**src/hw/rtl/lfa_pkg.sv**
```systemverilog
// Shared constants, entry and request types for the lazy free-list allocator.
// No dependencies; every other file of the block imports this package.
`default_nettype none

package lfa_pkg;

  localparam int GROUPS       = 4;
  localparam int NODE_ENTRIES = 64;
  localparam int SLOT_ENTRIES = 64;

  localparam int FUNC_W  = 2;
  localparam int GRP_W   = 2;
  localparam int ENT_W   = 6;
  localparam int IDX_W   = 7;

  localparam int NODE_DEPTH  = GROUPS * NODE_ENTRIES;
  localparam int NODE_AW     = $clog2(NODE_DEPTH);
  localparam int NE_W        = $clog2(NODE_ENTRIES);
  localparam int SLOT_AW     = $clog2(SLOT_ENTRIES);
  localparam int MAX_ENTRIES = (NODE_ENTRIES > SLOT_ENTRIES) ? NODE_ENTRIES : SLOT_ENTRIES;
  localparam int STEP_W      = $clog2(MAX_ENTRIES + 1);

  localparam logic [IDX_W-1:0] END_MARK = '1;

  typedef enum logic [FUNC_W-1:0] {
    FUNC_PUSH = 2'd0,
    FUNC_POP  = 2'd1,
    FUNC_FLAG = 2'd2,
    FUNC_NOP  = 2'd3
  } func_e;

  typedef struct packed {
    logic [IDX_W-1:0] next;
    logic             free;
    logic             unref;
  } node_ent_t;

  typedef struct packed {
    logic [IDX_W-1:0] next;
    logic             free;
  } slot_ent_t;

  typedef struct packed {
    logic               re;
    logic               we;
    logic [NODE_AW-1:0] addr;
    node_ent_t          wdata;
  } node_req_t;

  typedef struct packed {
    logic               re;
    logic               we;
    logic [SLOT_AW-1:0] addr;
    slot_ent_t          wdata;
  } slot_req_t;

  function automatic logic [IDX_W-1:0] next_dflt(input logic [IDX_W-1:0] e, input int size);
    logic [IDX_W-1:0] nxt;
    nxt = e + IDX_W'(1);
    return (int'(nxt) < size) ? nxt : END_MARK;
  endfunction

endpackage

`default_nettype wire

```
**src/hw/rtl/lfa_req_if.sv**
```systemverilog
// Request channel of the lazy free-list allocator: valid/ready plus request fields.
// Depends on lfa_pkg.
`default_nettype none

interface lfa_req_if;
  import lfa_pkg::*;

  logic              valid;
  logic              ready;
  logic [FUNC_W-1:0] func;
  logic              use_node_list;
  logic              use_slot_list;
  logic [GRP_W-1:0]  group_index;
  logic [ENT_W-1:0]  entry_index;
  logic              ref_zero;

  modport source (
    output valid, func, use_node_list, use_slot_list, group_index, entry_index, ref_zero,
    input  ready
  );

  modport sink (
    input  valid, func, use_node_list, use_slot_list, group_index, entry_index, ref_zero,
    output ready
  );
endinterface

`default_nettype wire

```
**src/hw/rtl/lfa_res_if.sv**
```systemverilog
// Result channel of the lazy free-list allocator: valid/ready plus result fields.
// Depends on lfa_pkg.
`default_nettype none

interface lfa_res_if;
  import lfa_pkg::*;

  logic                    valid;
  logic                    ready;
  logic signed [IDX_W-1:0] alloc_index;
  logic                    from_eviction;

  modport source (
    output valid, alloc_index, from_eviction,
    input  ready
  );

  modport sink (
    input  valid, alloc_index, from_eviction,
    output ready
  );
endinterface

`default_nettype wire

```
**src/hw/rtl/lfa_node_store.sv**
```systemverilog
// Node entry store: link, free and unreferenced bits for all groups, one port.
// Unwritten entries read as their reset contents. Depends on lfa_pkg.
`default_nettype none

module lfa_node_store (
  input  wire logic               clk_i,
  input  wire logic               rst_ni,
  input  wire lfa_pkg::node_req_t req_i,
  output lfa_pkg::node_ent_t      rd_o
);
  import lfa_pkg::*;

  node_ent_t           mem_q [NODE_DEPTH];
  logic [NODE_DEPTH-1:0] vld_q;
  node_ent_t           rd_q;
  logic                hit_q;
  logic [NODE_AW-1:0]  addr_q;
  node_ent_t           dflt;

  always_ff @(posedge clk_i) begin
    if (req_i.we) begin
      mem_q[req_i.addr] <= req_i.wdata;
    end
    if (req_i.re) begin
      rd_q   <= mem_q[req_i.addr];
      addr_q <= req_i.addr;
    end
  end

  always_ff @(posedge clk_i or negedge rst_ni) begin
    if (!rst_ni) begin
      vld_q <= '0;
      hit_q <= 1'b0;
    end else begin
      if (req_i.we) begin
        vld_q[req_i.addr] <= 1'b1;
      end
      if (req_i.re) begin
        hit_q <= vld_q[req_i.addr];
      end
    end
  end

  always_comb begin
    dflt.next  = next_dflt(IDX_W'(addr_q[NE_W-1:0]), NODE_ENTRIES);
    dflt.free  = 1'b1;
    dflt.unref = 1'b0;
  end

  assign rd_o = hit_q ? rd_q : dflt;

endmodule

`default_nettype wire

```
**src/hw/rtl/lfa_slot_store.sv**
```systemverilog
// Slot entry store: link and free bit of the shared slot list, one port.
// Unwritten entries read as their reset contents. Depends on lfa_pkg.
`default_nettype none

module lfa_slot_store (
  input  wire logic               clk_i,
  input  wire logic               rst_ni,
  input  wire lfa_pkg::slot_req_t req_i,
  output lfa_pkg::slot_ent_t      rd_o
);
  import lfa_pkg::*;

  slot_ent_t             mem_q [SLOT_ENTRIES];
  logic [SLOT_ENTRIES-1:0] vld_q;
  slot_ent_t             rd_q;
  logic                  hit_q;
  logic [SLOT_AW-1:0]    addr_q;
  slot_ent_t             dflt;

  always_ff @(posedge clk_i) begin
    if (req_i.we) begin
      mem_q[req_i.addr] <= req_i.wdata;
    end
    if (req_i.re) begin
      rd_q   <= mem_q[req_i.addr];
      addr_q <= req_i.addr;
    end
  end

  always_ff @(posedge clk_i or negedge rst_ni) begin
    if (!rst_ni) begin
      vld_q <= '0;
      hit_q <= 1'b0;
    end else begin
      if (req_i.we) begin
        vld_q[req_i.addr] <= 1'b1;
      end
      if (req_i.re) begin
        hit_q <= vld_q[req_i.addr];
      end
    end
  end

  always_comb begin
    dflt.next = next_dflt(IDX_W'(addr_q), SLOT_ENTRIES);
    dflt.free = 1'b1;
  end

  assign rd_o = hit_q ? rd_q : dflt;

endmodule

`default_nettype wire

```
**src/hw/rtl/lazy_free_list_allocator_core.sv**
```systemverilog
// Lazy free-list allocator: per-group node free lists and one shared slot free list.
// Depends on lfa_pkg, lfa_req_if, lfa_res_if, lfa_node_store and lfa_slot_store.
//
// Usage: requests enter on req_i (valid/ready); each request gives exactly one result
// on res_o. func 0 pushes an entry, 1 pops, 2 writes an entry's unreferenced flag.
// A pop that hands nothing out returns -1, as do push and flag writes.
// One request is worked on at a time; req_i.ready is high only while the sequencer
// is idle. A request walks its list through a single-port entry store, with a read
// and an evaluate step per entry visited. An unused func, an empty select or a group
// or entry out of range goes straight to the result; a slot push writes the entry
// without a read; a node push and a flag write read the entry, then write it. A pop
// reads and evaluates entries until it finds a free one, reaches the end mark or is
// cut at the list size; a node pop that finds no free entry then evicts the first
// unreferenced entry it passed, reading and writing it.
// The sequencer returns to idle as the result enters the output register.
// Reset restores every list to its full, ascending order; no clearing pass runs,
// the stores keep a written bit per entry. A stalled receiver holds the result in
// the output register; the next request is still accepted and worked on, and its
// result waits until the register empties.
`default_nettype none

module lazy_free_list_allocator_core (
  input wire logic clk_i,
  input wire logic rst_ni,
  lfa_req_if.sink   req_i,
  lfa_res_if.source res_o
);
  import lfa_pkg::*;

  typedef enum logic [5:0] {
    S_IDLE = 6'b000001,
    S_LOOK = 6'b000010,
    S_EVAL = 6'b000100,
    S_EVRD = 6'b001000,
    S_EVWR = 6'b010000,
    S_DONE = 6'b100000
  } state_e;

  typedef enum logic [2:0] {
    OP_NONE  = 3'd0,
    OP_NPUSH = 3'd1,
    OP_SPUSH = 3'd2,
    OP_FLAG  = 3'd3,
    OP_NPOP  = 3'd4,
    OP_SPOP  = 3'd5
  } op_e;

  state_e             state_q, state_d;
  op_e                op_q, op_d, acc_op;
  logic [GRP_W-1:0]   grp_q, grp_d;
  logic [ENT_W-1:0]   ent_q, ent_d;
  logic               rz_q, rz_d;
  logic [IDX_W-1:0]   cur_q, cur_d;
  logic [IDX_W-1:0]   cand_q, cand_d;
  logic [STEP_W-1:0]  steps_q, steps_d;
  logic [IDX_W-1:0]   res_idx_q, res_idx_d;
  logic               res_ev_q, res_ev_d;
  logic [IDX_W-1:0]   node_head_q [GROUPS];
  logic [IDX_W-1:0]   node_head_d [GROUPS];
  logic [IDX_W-1:0]   slot_head_q, slot_head_d;
  logic               out_vld_q;
  logic [IDX_W-1:0]   out_idx_q;
  logic               out_ev_q;
  logic               out_load;
  logic               grp_ok;

  node_req_t          node_req;
  node_ent_t          node_rd;
  slot_req_t          slot_req;
  slot_ent_t          slot_rd;
  logic [NODE_AW-1:0] naddr_ent, naddr_cur, naddr_cand;

  lfa_node_store u_node_store (
    .clk_i  (clk_i),
    .rst_ni (rst_ni),
    .req_i  (node_req),
    .rd_o   (node_rd)
  );

  lfa_slot_store u_slot_store (
    .clk_i  (clk_i),
    .rst_ni (rst_ni),
    .req_i  (slot_req),
    .rd_o   (slot_rd)
  );

  assign naddr_ent  = {grp_q, ent_q[NE_W-1:0]};
  assign naddr_cur  = {grp_q, cur_q[NE_W-1:0]};
  assign naddr_cand = {grp_q, cand_q[NE_W-1:0]};

  assign req_i.ready = (state_q == S_IDLE);
  assign out_load    = (state_q == S_DONE) && (!out_vld_q || res_o.ready);
  assign grp_ok      = int'(req_i.group_index) < GROUPS;

  always_comb begin
    acc_op = OP_NONE;
    case (req_i.func)
      FUNC_PUSH: begin
        if (req_i.use_node_list) begin
          if (grp_ok && int'(req_i.entry_index) < NODE_ENTRIES) acc_op = OP_NPUSH;
        end else if (req_i.use_slot_list && int'(req_i.entry_index) < SLOT_ENTRIES) begin
          acc_op = OP_SPUSH;
        end
      end
      FUNC_POP: begin
        if (req_i.use_node_list) begin
          if (grp_ok) acc_op = OP_NPOP;
        end else if (req_i.use_slot_list) begin
          acc_op = OP_SPOP;
        end
      end
      FUNC_FLAG: begin
        if (grp_ok && int'(req_i.entry_index) < NODE_ENTRIES) acc_op = OP_FLAG;
      end
      default: acc_op = OP_NONE;
    endcase
  end

  always_comb begin
    state_d     = state_q;
    op_d        = op_q;
    grp_d       = grp_q;
    ent_d       = ent_q;
    rz_d        = rz_q;
    cur_d       = cur_q;
    cand_d      = cand_q;
    steps_d     = steps_q;
    res_idx_d   = res_idx_q;
    res_ev_d    = res_ev_q;
    node_head_d = node_head_q;
    slot_head_d = slot_head_q;
    node_req    = '0;
    slot_req    = '0;

    case (state_q)
      S_IDLE: begin
        if (req_i.valid) begin
          op_d      = acc_op;
          grp_d     = req_i.group_index;
          ent_d     = req_i.entry_index;
          rz_d      = req_i.ref_zero;
          cur_d     = req_i.use_node_list ? node_head_q[req_i.group_index] : slot_head_q;
          cand_d    = END_MARK;
          steps_d   = '0;
          res_idx_d = END_MARK;
          res_ev_d  = 1'b0;
          state_d   = (acc_op == OP_NONE) ? S_DONE : S_LOOK;
        end
      end
      S_LOOK: begin
        case (op_q)
          OP_NPUSH, OP_FLAG: begin
            node_req.re   = 1'b1;
            node_req.addr = naddr_ent;
            state_d       = S_EVAL;
          end
          OP_SPUSH: begin
            slot_req.we         = 1'b1;
            slot_req.addr       = ent_q[SLOT_AW-1:0];
            slot_req.wdata.next = slot_head_q;
            slot_req.wdata.free = 1'b1;
            slot_head_d         = IDX_W'(ent_q);
            state_d             = S_DONE;
          end
          OP_NPOP: begin
            if (cur_q >= IDX_W'(NODE_ENTRIES)) begin
              node_head_d[grp_q] = END_MARK;
              state_d            = (cand_q != END_MARK) ? S_EVRD : S_DONE;
            end else begin
              node_req.re   = 1'b1;
              node_req.addr = naddr_cur;
              state_d       = S_EVAL;
            end
          end
          OP_SPOP: begin
            if (cur_q >= IDX_W'(SLOT_ENTRIES)) begin
              slot_head_d = END_MARK;
              state_d     = S_DONE;
            end else begin
              slot_req.re   = 1'b1;
              slot_req.addr = cur_q[SLOT_AW-1:0];
              state_d       = S_EVAL;
            end
          end
          default: state_d = S_DONE;
        endcase
      end
      S_EVAL: begin
        case (op_q)
          OP_NPUSH: begin
            node_req.we          = 1'b1;
            node_req.addr        = naddr_ent;
            node_req.wdata.next  = node_head_q[grp_q];
            node_req.wdata.free  = 1'b1;
            node_req.wdata.unref = node_rd.unref;
            node_head_d[grp_q]   = IDX_W'(ent_q);
            state_d              = S_DONE;
          end
          OP_FLAG: begin
            node_req.we          = 1'b1;
            node_req.addr        = naddr_ent;
            node_req.wdata       = node_rd;
            node_req.wdata.unref = rz_q;
            state_d              = S_DONE;
          end
          OP_NPOP: begin
            if (node_rd.free) begin
              node_req.we         = 1'b1;
              node_req.addr       = naddr_cur;
              node_req.wdata      = node_rd;
              node_req.wdata.free = 1'b0;
              node_head_d[grp_q]  = node_rd.next;
              res_idx_d           = cur_q;
              state_d             = S_DONE;
            end else if (steps_q >= STEP_W'(NODE_ENTRIES)) begin
              node_head_d[grp_q] = END_MARK;
              state_d            = (cand_q != END_MARK) ? S_EVRD : S_DONE;
            end else begin
              if (cand_q == END_MARK && node_rd.unref) cand_d = cur_q;
              cur_d   = node_rd.next;
              steps_d = steps_q + STEP_W'(1);
              state_d = S_LOOK;
            end
          end
          OP_SPOP: begin
            if (slot_rd.free) begin
              slot_req.we         = 1'b1;
              slot_req.addr       = cur_q[SLOT_AW-1:0];
              slot_req.wdata      = slot_rd;
              slot_req.wdata.free = 1'b0;
              slot_head_d         = slot_rd.next;
              res_idx_d           = cur_q;
              state_d             = S_DONE;
            end else if (steps_q >= STEP_W'(SLOT_ENTRIES)) begin
              slot_head_d = END_MARK;
              state_d     = S_DONE;
            end else begin
              cur_d   = slot_rd.next;
              steps_d = steps_q + STEP_W'(1);
              state_d = S_LOOK;
            end
          end
          default: state_d = S_DONE;
        endcase
      end
      S_EVRD: begin
        node_req.re   = 1'b1;
        node_req.addr = naddr_cand;
        state_d       = S_EVWR;
      end
      S_EVWR: begin
        node_req.we         = 1'b1;
        node_req.addr       = naddr_cand;
        node_req.wdata      = node_rd;
        node_req.wdata.free = 1'b0;
        node_head_d[grp_q]  = node_rd.next;
        res_idx_d           = cand_q;
        res_ev_d            = 1'b1;
        state_d             = S_DONE;
      end
      S_DONE: begin
        if (out_load) state_d = S_IDLE;
      end
      default: state_d = S_IDLE;
    endcase
  end

  always_ff @(posedge clk_i or negedge rst_ni) begin
    if (!rst_ni) begin
      state_q     <= S_IDLE;
      op_q        <= OP_NONE;
      node_head_q <= '{default: '0};
      slot_head_q <= '0;
      out_vld_q   <= 1'b0;
    end else begin
      state_q     <= state_d;
      op_q        <= op_d;
      node_head_q <= node_head_d;
      slot_head_q <= slot_head_d;
      if (out_load) begin
        out_vld_q <= 1'b1;
      end else if (res_o.ready) begin
        out_vld_q <= 1'b0;
      end
    end
  end

  always_ff @(posedge clk_i) begin
    grp_q     <= grp_d;
    ent_q     <= ent_d;
    rz_q      <= rz_d;
    cur_q     <= cur_d;
    cand_q    <= cand_d;
    steps_q   <= steps_d;
    res_idx_q <= res_idx_d;
    res_ev_q  <= res_ev_d;
    if (out_load) begin
      out_idx_q <= res_idx_q;
      out_ev_q  <= res_ev_q;
    end
  end

  assign res_o.valid         = out_vld_q;
  assign res_o.alloc_index   = out_idx_q;
  assign res_o.from_eviction = out_ev_q;

  assert property (@(posedge clk_i) disable iff (!rst_ni)
    res_o.valid && res_o.from_eviction |-> res_o.alloc_index != END_MARK)
    else $error("eviction result without an entry");

  assert property (@(posedge clk_i) disable iff (!rst_ni)
    req_i.valid && req_i.ready |=> state_q != S_IDLE)
    else $error("sequencer stayed idle after a request");

  assert property (@(posedge clk_i) disable iff (!rst_ni)
    !(node_req.re && node_req.we) && !(slot_req.re && slot_req.we))
    else $error("entry store read and written in one cycle");

  assert property (@(posedge clk_i) disable iff (!rst_ni)
    state_q == S_EVRD |-> op_q == OP_NPOP && cand_q != END_MARK)
    else $error("eviction without a candidate");

endmodule

`default_nettype wire
```
**src/flat_wrapper.sv**
```systemverilog
// flat-port wrapper written by rule: the top's interface ports become plain ports
module lazy_free_list_allocator_core_flat import lfa_pkg::*;
  (clk_i, rst_ni, req_i_valid, req_i_func, req_i_use_node_list, req_i_use_slot_list, req_i_group_index, req_i_entry_index, req_i_ref_zero, req_i_ready, res_o_valid, res_o_alloc_index, res_o_from_eviction, res_o_ready);
  lfa_req_if req_i_i ();
  lfa_res_if res_o_i ();
  input wire logic clk_i;
  input wire logic rst_ni;
  input wire logic [$bits(req_i_i.valid)-1:0] req_i_valid;
  input wire logic [$bits(req_i_i.func)-1:0] req_i_func;
  input wire logic [$bits(req_i_i.use_node_list)-1:0] req_i_use_node_list;
  input wire logic [$bits(req_i_i.use_slot_list)-1:0] req_i_use_slot_list;
  input wire logic [$bits(req_i_i.group_index)-1:0] req_i_group_index;
  input wire logic [$bits(req_i_i.entry_index)-1:0] req_i_entry_index;
  input wire logic [$bits(req_i_i.ref_zero)-1:0] req_i_ref_zero;
  output wire logic [$bits(req_i_i.ready)-1:0] req_i_ready;
  output wire logic [$bits(res_o_i.valid)-1:0] res_o_valid;
  output wire logic [$bits(res_o_i.alloc_index)-1:0] res_o_alloc_index;
  output wire logic [$bits(res_o_i.from_eviction)-1:0] res_o_from_eviction;
  input wire logic [$bits(res_o_i.ready)-1:0] res_o_ready;
  assign req_i_i.valid = req_i_valid;
  assign req_i_i.func = req_i_func;
  assign req_i_i.use_node_list = req_i_use_node_list;
  assign req_i_i.use_slot_list = req_i_use_slot_list;
  assign req_i_i.group_index = req_i_group_index;
  assign req_i_i.entry_index = req_i_entry_index;
  assign req_i_i.ref_zero = req_i_ref_zero;
  assign req_i_ready = req_i_i.ready;
  assign res_o_valid = res_o_i.valid;
  assign res_o_alloc_index = res_o_i.alloc_index;
  assign res_o_from_eviction = res_o_i.from_eviction;
  assign res_o_i.ready = res_o_ready;
  lazy_free_list_allocator_core u_core (.clk_i(clk_i), .rst_ni(rst_ni), .req_i(req_i_i), .res_o(res_o_i));
endmodule
```
**config.mk**
```make
export PLATFORM = sky130hd
export DESIGN_NAME = lazy_free_list_allocator_core_flat
export DESIGN_NICKNAME = d
export VERILOG_FILES = /design/src/hw/rtl/lfa_pkg.sv /design/src/hw/rtl/lfa_req_if.sv /design/src/hw/rtl/lfa_res_if.sv /design/src/hw/rtl/lfa_node_store.sv /design/src/hw/rtl/lfa_slot_store.sv /design/src/hw/rtl/lazy_free_list_allocator_core.sv /design/src/flat_wrapper.sv
export SDC_FILE = /design/constraint.sdc
export NUM_CORES = 2
export LEC_CHECK = 0
export BUFFER_PORTS_ARGS = -buffer_cell sky130_fd_sc_hd__clkbuf_2
export CORE_AREA = 2 2 539 541
export CTS_BUF_LIST = sky130_fd_sc_hd__clkbuf_2 sky130_fd_sc_hd__clkbuf_4 sky130_fd_sc_hd__clkbuf_8
export DETAILED_ROUTE_END_ITERATION = 6
export DIE_AREA = 0 0 541 543
export GPL_ROUTABILITY_DRIVEN = 0
export SLEW_MARGIN = 30
export SYNTH_ARGS = -nofsm -noshare
export SYNTH_HDL_FRONTEND = slang
export SYNTH_SLANG_ARGS = --single-unit
```
**constraint.sdc**
```tcl
create_clock -name clk_i -period 12.8 [get_ports clk_i]
set_input_delay 2.56 -clock clk_i [delete_from_list [all_inputs] [get_ports clk_i]]
set_output_delay 2.56 -clock clk_i [all_outputs]
set_load 0.01 [all_outputs]
```
==> impl_metrics.csv <==
group,metric,value,unit
worst_setup_path,worstPathArrival,8280,ps
outcome,status,"complete, but fails checks",
run,max_cap_viol_count,0,
final_layout,fillers,24345,
clock_network,cts_tree,"built",
clock_network,cts.reportedPaths.clkPinSlew,60,ps
floorplanning,fp.dieW,541,um
worst_hold_path,hp-class,"reg2reg",
timing,relSlewSlack,0.220,
grt,grt_start_max_net_pins,201,
routing,drt_iter0_drc,11958,
timing,hold_violations,0,
timing,fin_skew,96.4,ps
clock_network,cts_resized,0,
clock_network,clkLatencyLatePin,1200,ps
placement,dpl_cell_area,136000,um^2
timing,rsz0062_at_grt,"false",
timing,setup_viol,0,
logic_synthesis,synth_ff_type,"edfxtp_1",
timing,timing.final.crit_share,0.566,
worst_setup_path,start_kind,"flop",
placement,io_buffer_count,26,
worst_setup_path,cp_max_fo,57,
power_and_ir_drop,finalPower,22900,uW
timing,drv_slew,0,
worst_setup_path,critPathRequiredTime,13840,ps
floorplanning,initial_utilization,0.459,
worst_hold_path,worstHoldStart,"u_core.res_idx_q[5]",
logic_synthesis,avgSynthCellArea,13.1,um^2
final_layout,final_util,0.514,
logic_synthesis,synth_edf_count,2891,
timing,fin_hold_ws,419,ps
logic_synthesis,synthCells,10085,
power_and_ir_drop,p_per_area,155,nW/um^2
grt,grt_pass1_vias,83294,
routing,vias_per_cell,6.12,
clock_network,htreeDepth,6,
clock_network,ctsRootBufferMaster,"clkbuf_8",
final_layout,nets,10161,
clock_network,clock_sinks,3258,
power_and_ir_drop,vdd.ir_drop.worst,109,uV
timing,tightest_slew,1150,ps
final_layout,final_common_cell,"edfxtp_1",
final_layout,drive_gt1_frac,0.171,
timing,period_needed,7240,ps
floorplanning,dieArea,294000,um^2
routing,drt_pre_antenna_iters,7,
clock_network,hold_buffers,0,
worst_setup_path,cp-end-kind,"flop",
grt,gr-total-overflow,0,
clock_network,post_cts_buffers,0,
logic_synthesis,syn_nets,10106,
power_and_ir_drop,comb_power_share,0.075,
routing,via_count,87988,
floorplanning,io_pins,27,
floorplanning,fp.dieH,543,um
power_and_ir_drop,p_int,17200,uW
final_layout,layout_common_cells,"2891 x edfxtp_1, 2553 x nand2_1, 646 x nand3_1",
worst_setup_path,cp-startpoint,"u_core.u_node_store.hit_q",
routing,drc,1,
logic_synthesis,ys_ff_latch,3258,
routing,ant_nets,0,
power_and_ir_drop,switching_share,0.250,
placement,hpwl,226000,um
floorplanning,num_rows,197,
power_and_ir_drop,p_sw,5710,uW
grt,grt_pass1_wl,588000,um
logic_synthesis,yosysSeqAreaShare,0.728,
clock_network,cts_max_path_buffers,4,
floorplanning,coreArea,287000,um^2
final_layout,seqCellArea,96000,um^2
logic_synthesis,synth_warnings,0,
power_and_ir_drop,clkPwrFrac,0.414,
logic_synthesis,ys_async_sr_fraction,0.113,
final_layout,fin_area,148000,um^2
routing,wirelength,406000,um
grt,grt_antenna_before_repair,12,
final_layout,multiInputGateArea,33500,um^2
grt,grt_usage,0.270,
logic_synthesis,syn_area,132000,um^2
worst_setup_path,critPathKind,"reg2reg",
power_and_ir_drop,seqPwrFrac,0.512,
clock_network,cts_buffers,543,
outcome,violations,"design-rule violations",
worst_setup_path,r2r_start,"u_core.u_node_store.hit_q",
timing,tns,0,ps
logic_synthesis,ys_types,76,
power_and_ir_drop,p_leak,0.0543,uW
routing,avgRoutedWirePerCell,28.2,um
final_layout,area_growth,12.0,%
timing,max_freq,0.138,GHz
[worst paths after layout]
check / to / slack (ps) / depth (start not counted)
min: u_core.res_o.alloc_index[5] / 420 / 0
min reg2reg: u_core.res_o.alloc_index[5] / 420 / 0
max in group asynchronous: u_core.u_node_store.vld_q[28] / 9120 / 3
max: u_core.u_node_store.rd_q[5] / 5560 / 14
min in group asynchronous: u_core.u_node_store.vld_q[102] / 1410 / 1
max reg2reg: u_core.u_node_store.rd_q[5] / 5560 / 14
[cells by family (layout without fill, tap and decap cells)]
group / count (synthesis) / count (layout) / share of synthesized area
xor+xnor: 11 / 11 / 0.000731
buf+inv: 749 / 1251 / 0.0266
mux: 90 / 90 / 0.0126
flops: 3258 / 3258 / 0.728
compound gates: 1537 / 1537 / 0.0834
fa+ha+maj: 4 / 4 / 0.000380
simple gates: 4436 / 4436 / 0.148
other cells: 0 / 14 / 0
[cell type report]
cell class	count	area share
diodes	14	0.000237
clock buffers	842	0.0684
clock inverters	150	0.00725
inverters	32	0.000992
multi-input cells	6078	0.227
flip-flops and latches	3258	0.650
well taps	3781	0.0321
repair buffers	227	0.0140
[cells in the mapped netlist, types with 60 or more instances]
master	n	area, um^2
a211oi_1	332	2490
a21oi_1	303	1520
a311oi_1	436	3820
a31oi_1	173	1080
and3_1	325	2030
buf_2	270	1350
clkbuf_1	317	1190
dfrtp_1	366	9160
edfxtp_1	2891	86800
mux4_2	60	1350
nand2_1	2560	9610
nand3_1	662	3310
nor2_1	419	1570
o21ai_0	64	320
o22ai_1	64	400
or2_1	62	388
or2_2	261	1630
[per-layer routing]
metal	share of wire	up-vias	global-route usage
met5	0.000096	-	0
met4	0.037	6	0.103
met3	0.10	806	0.0584
met2	0.45	4963	0.404
met1	0.41	44454	0.386
li1	-	37759	-
[stage by stage]
stage                     instances  setup WS (ps)
final                         14382           5560
after global routing          14373           5400
after CTS                     14362           5770
after detailed placement      13370           5790
after global placement        13367           4970
after floorplan               10085           2630
[worst max-delay path, cell delays in order, from the launching register on]
cell and delay (ps):
dfrtp_1 750, nor2b_1 520, nor3_2 120, o211ai_4 740
and2_4 670, buf_4 580, buf_4 660, buf_4 650
nand2_1 110, a311oi_1 320, a31oi_1 110, a211oi_1 870
a21oi_1 210, o22ai_1 460, or4_1 180
[sequential cells by signal (all words and copies together) (netlist names), 8 cells and up]
register / count
u_core.node_head_q: 28
u_core.u_node_store.vld_q: 256
u_core.u_node_store.mem_q: 2304
u_core.u_node_store.rd_q: 9
u_core.u_slot_store.mem_q: 512
u_core.u_slot_store.vld_q: 64
u_core.u_slot_store.rd_q: 8
[power by group through the flow]
stage | clock (uW) | combinational [uW] | sequential, uW
5_1_grt | 10000 | 1800 | 11700
6_report | 9460 | 1710 | 11700
2_1_floorplan | 0 | 1040 | 11900
4_1_cts | 9550 | 1670 | 11700
3_5_place_dp | 0 | 1670 | 11900
3_3_place_gp | 0 | 1640 | 11900
Note: power is estimated with default switching activity, not from simulation.
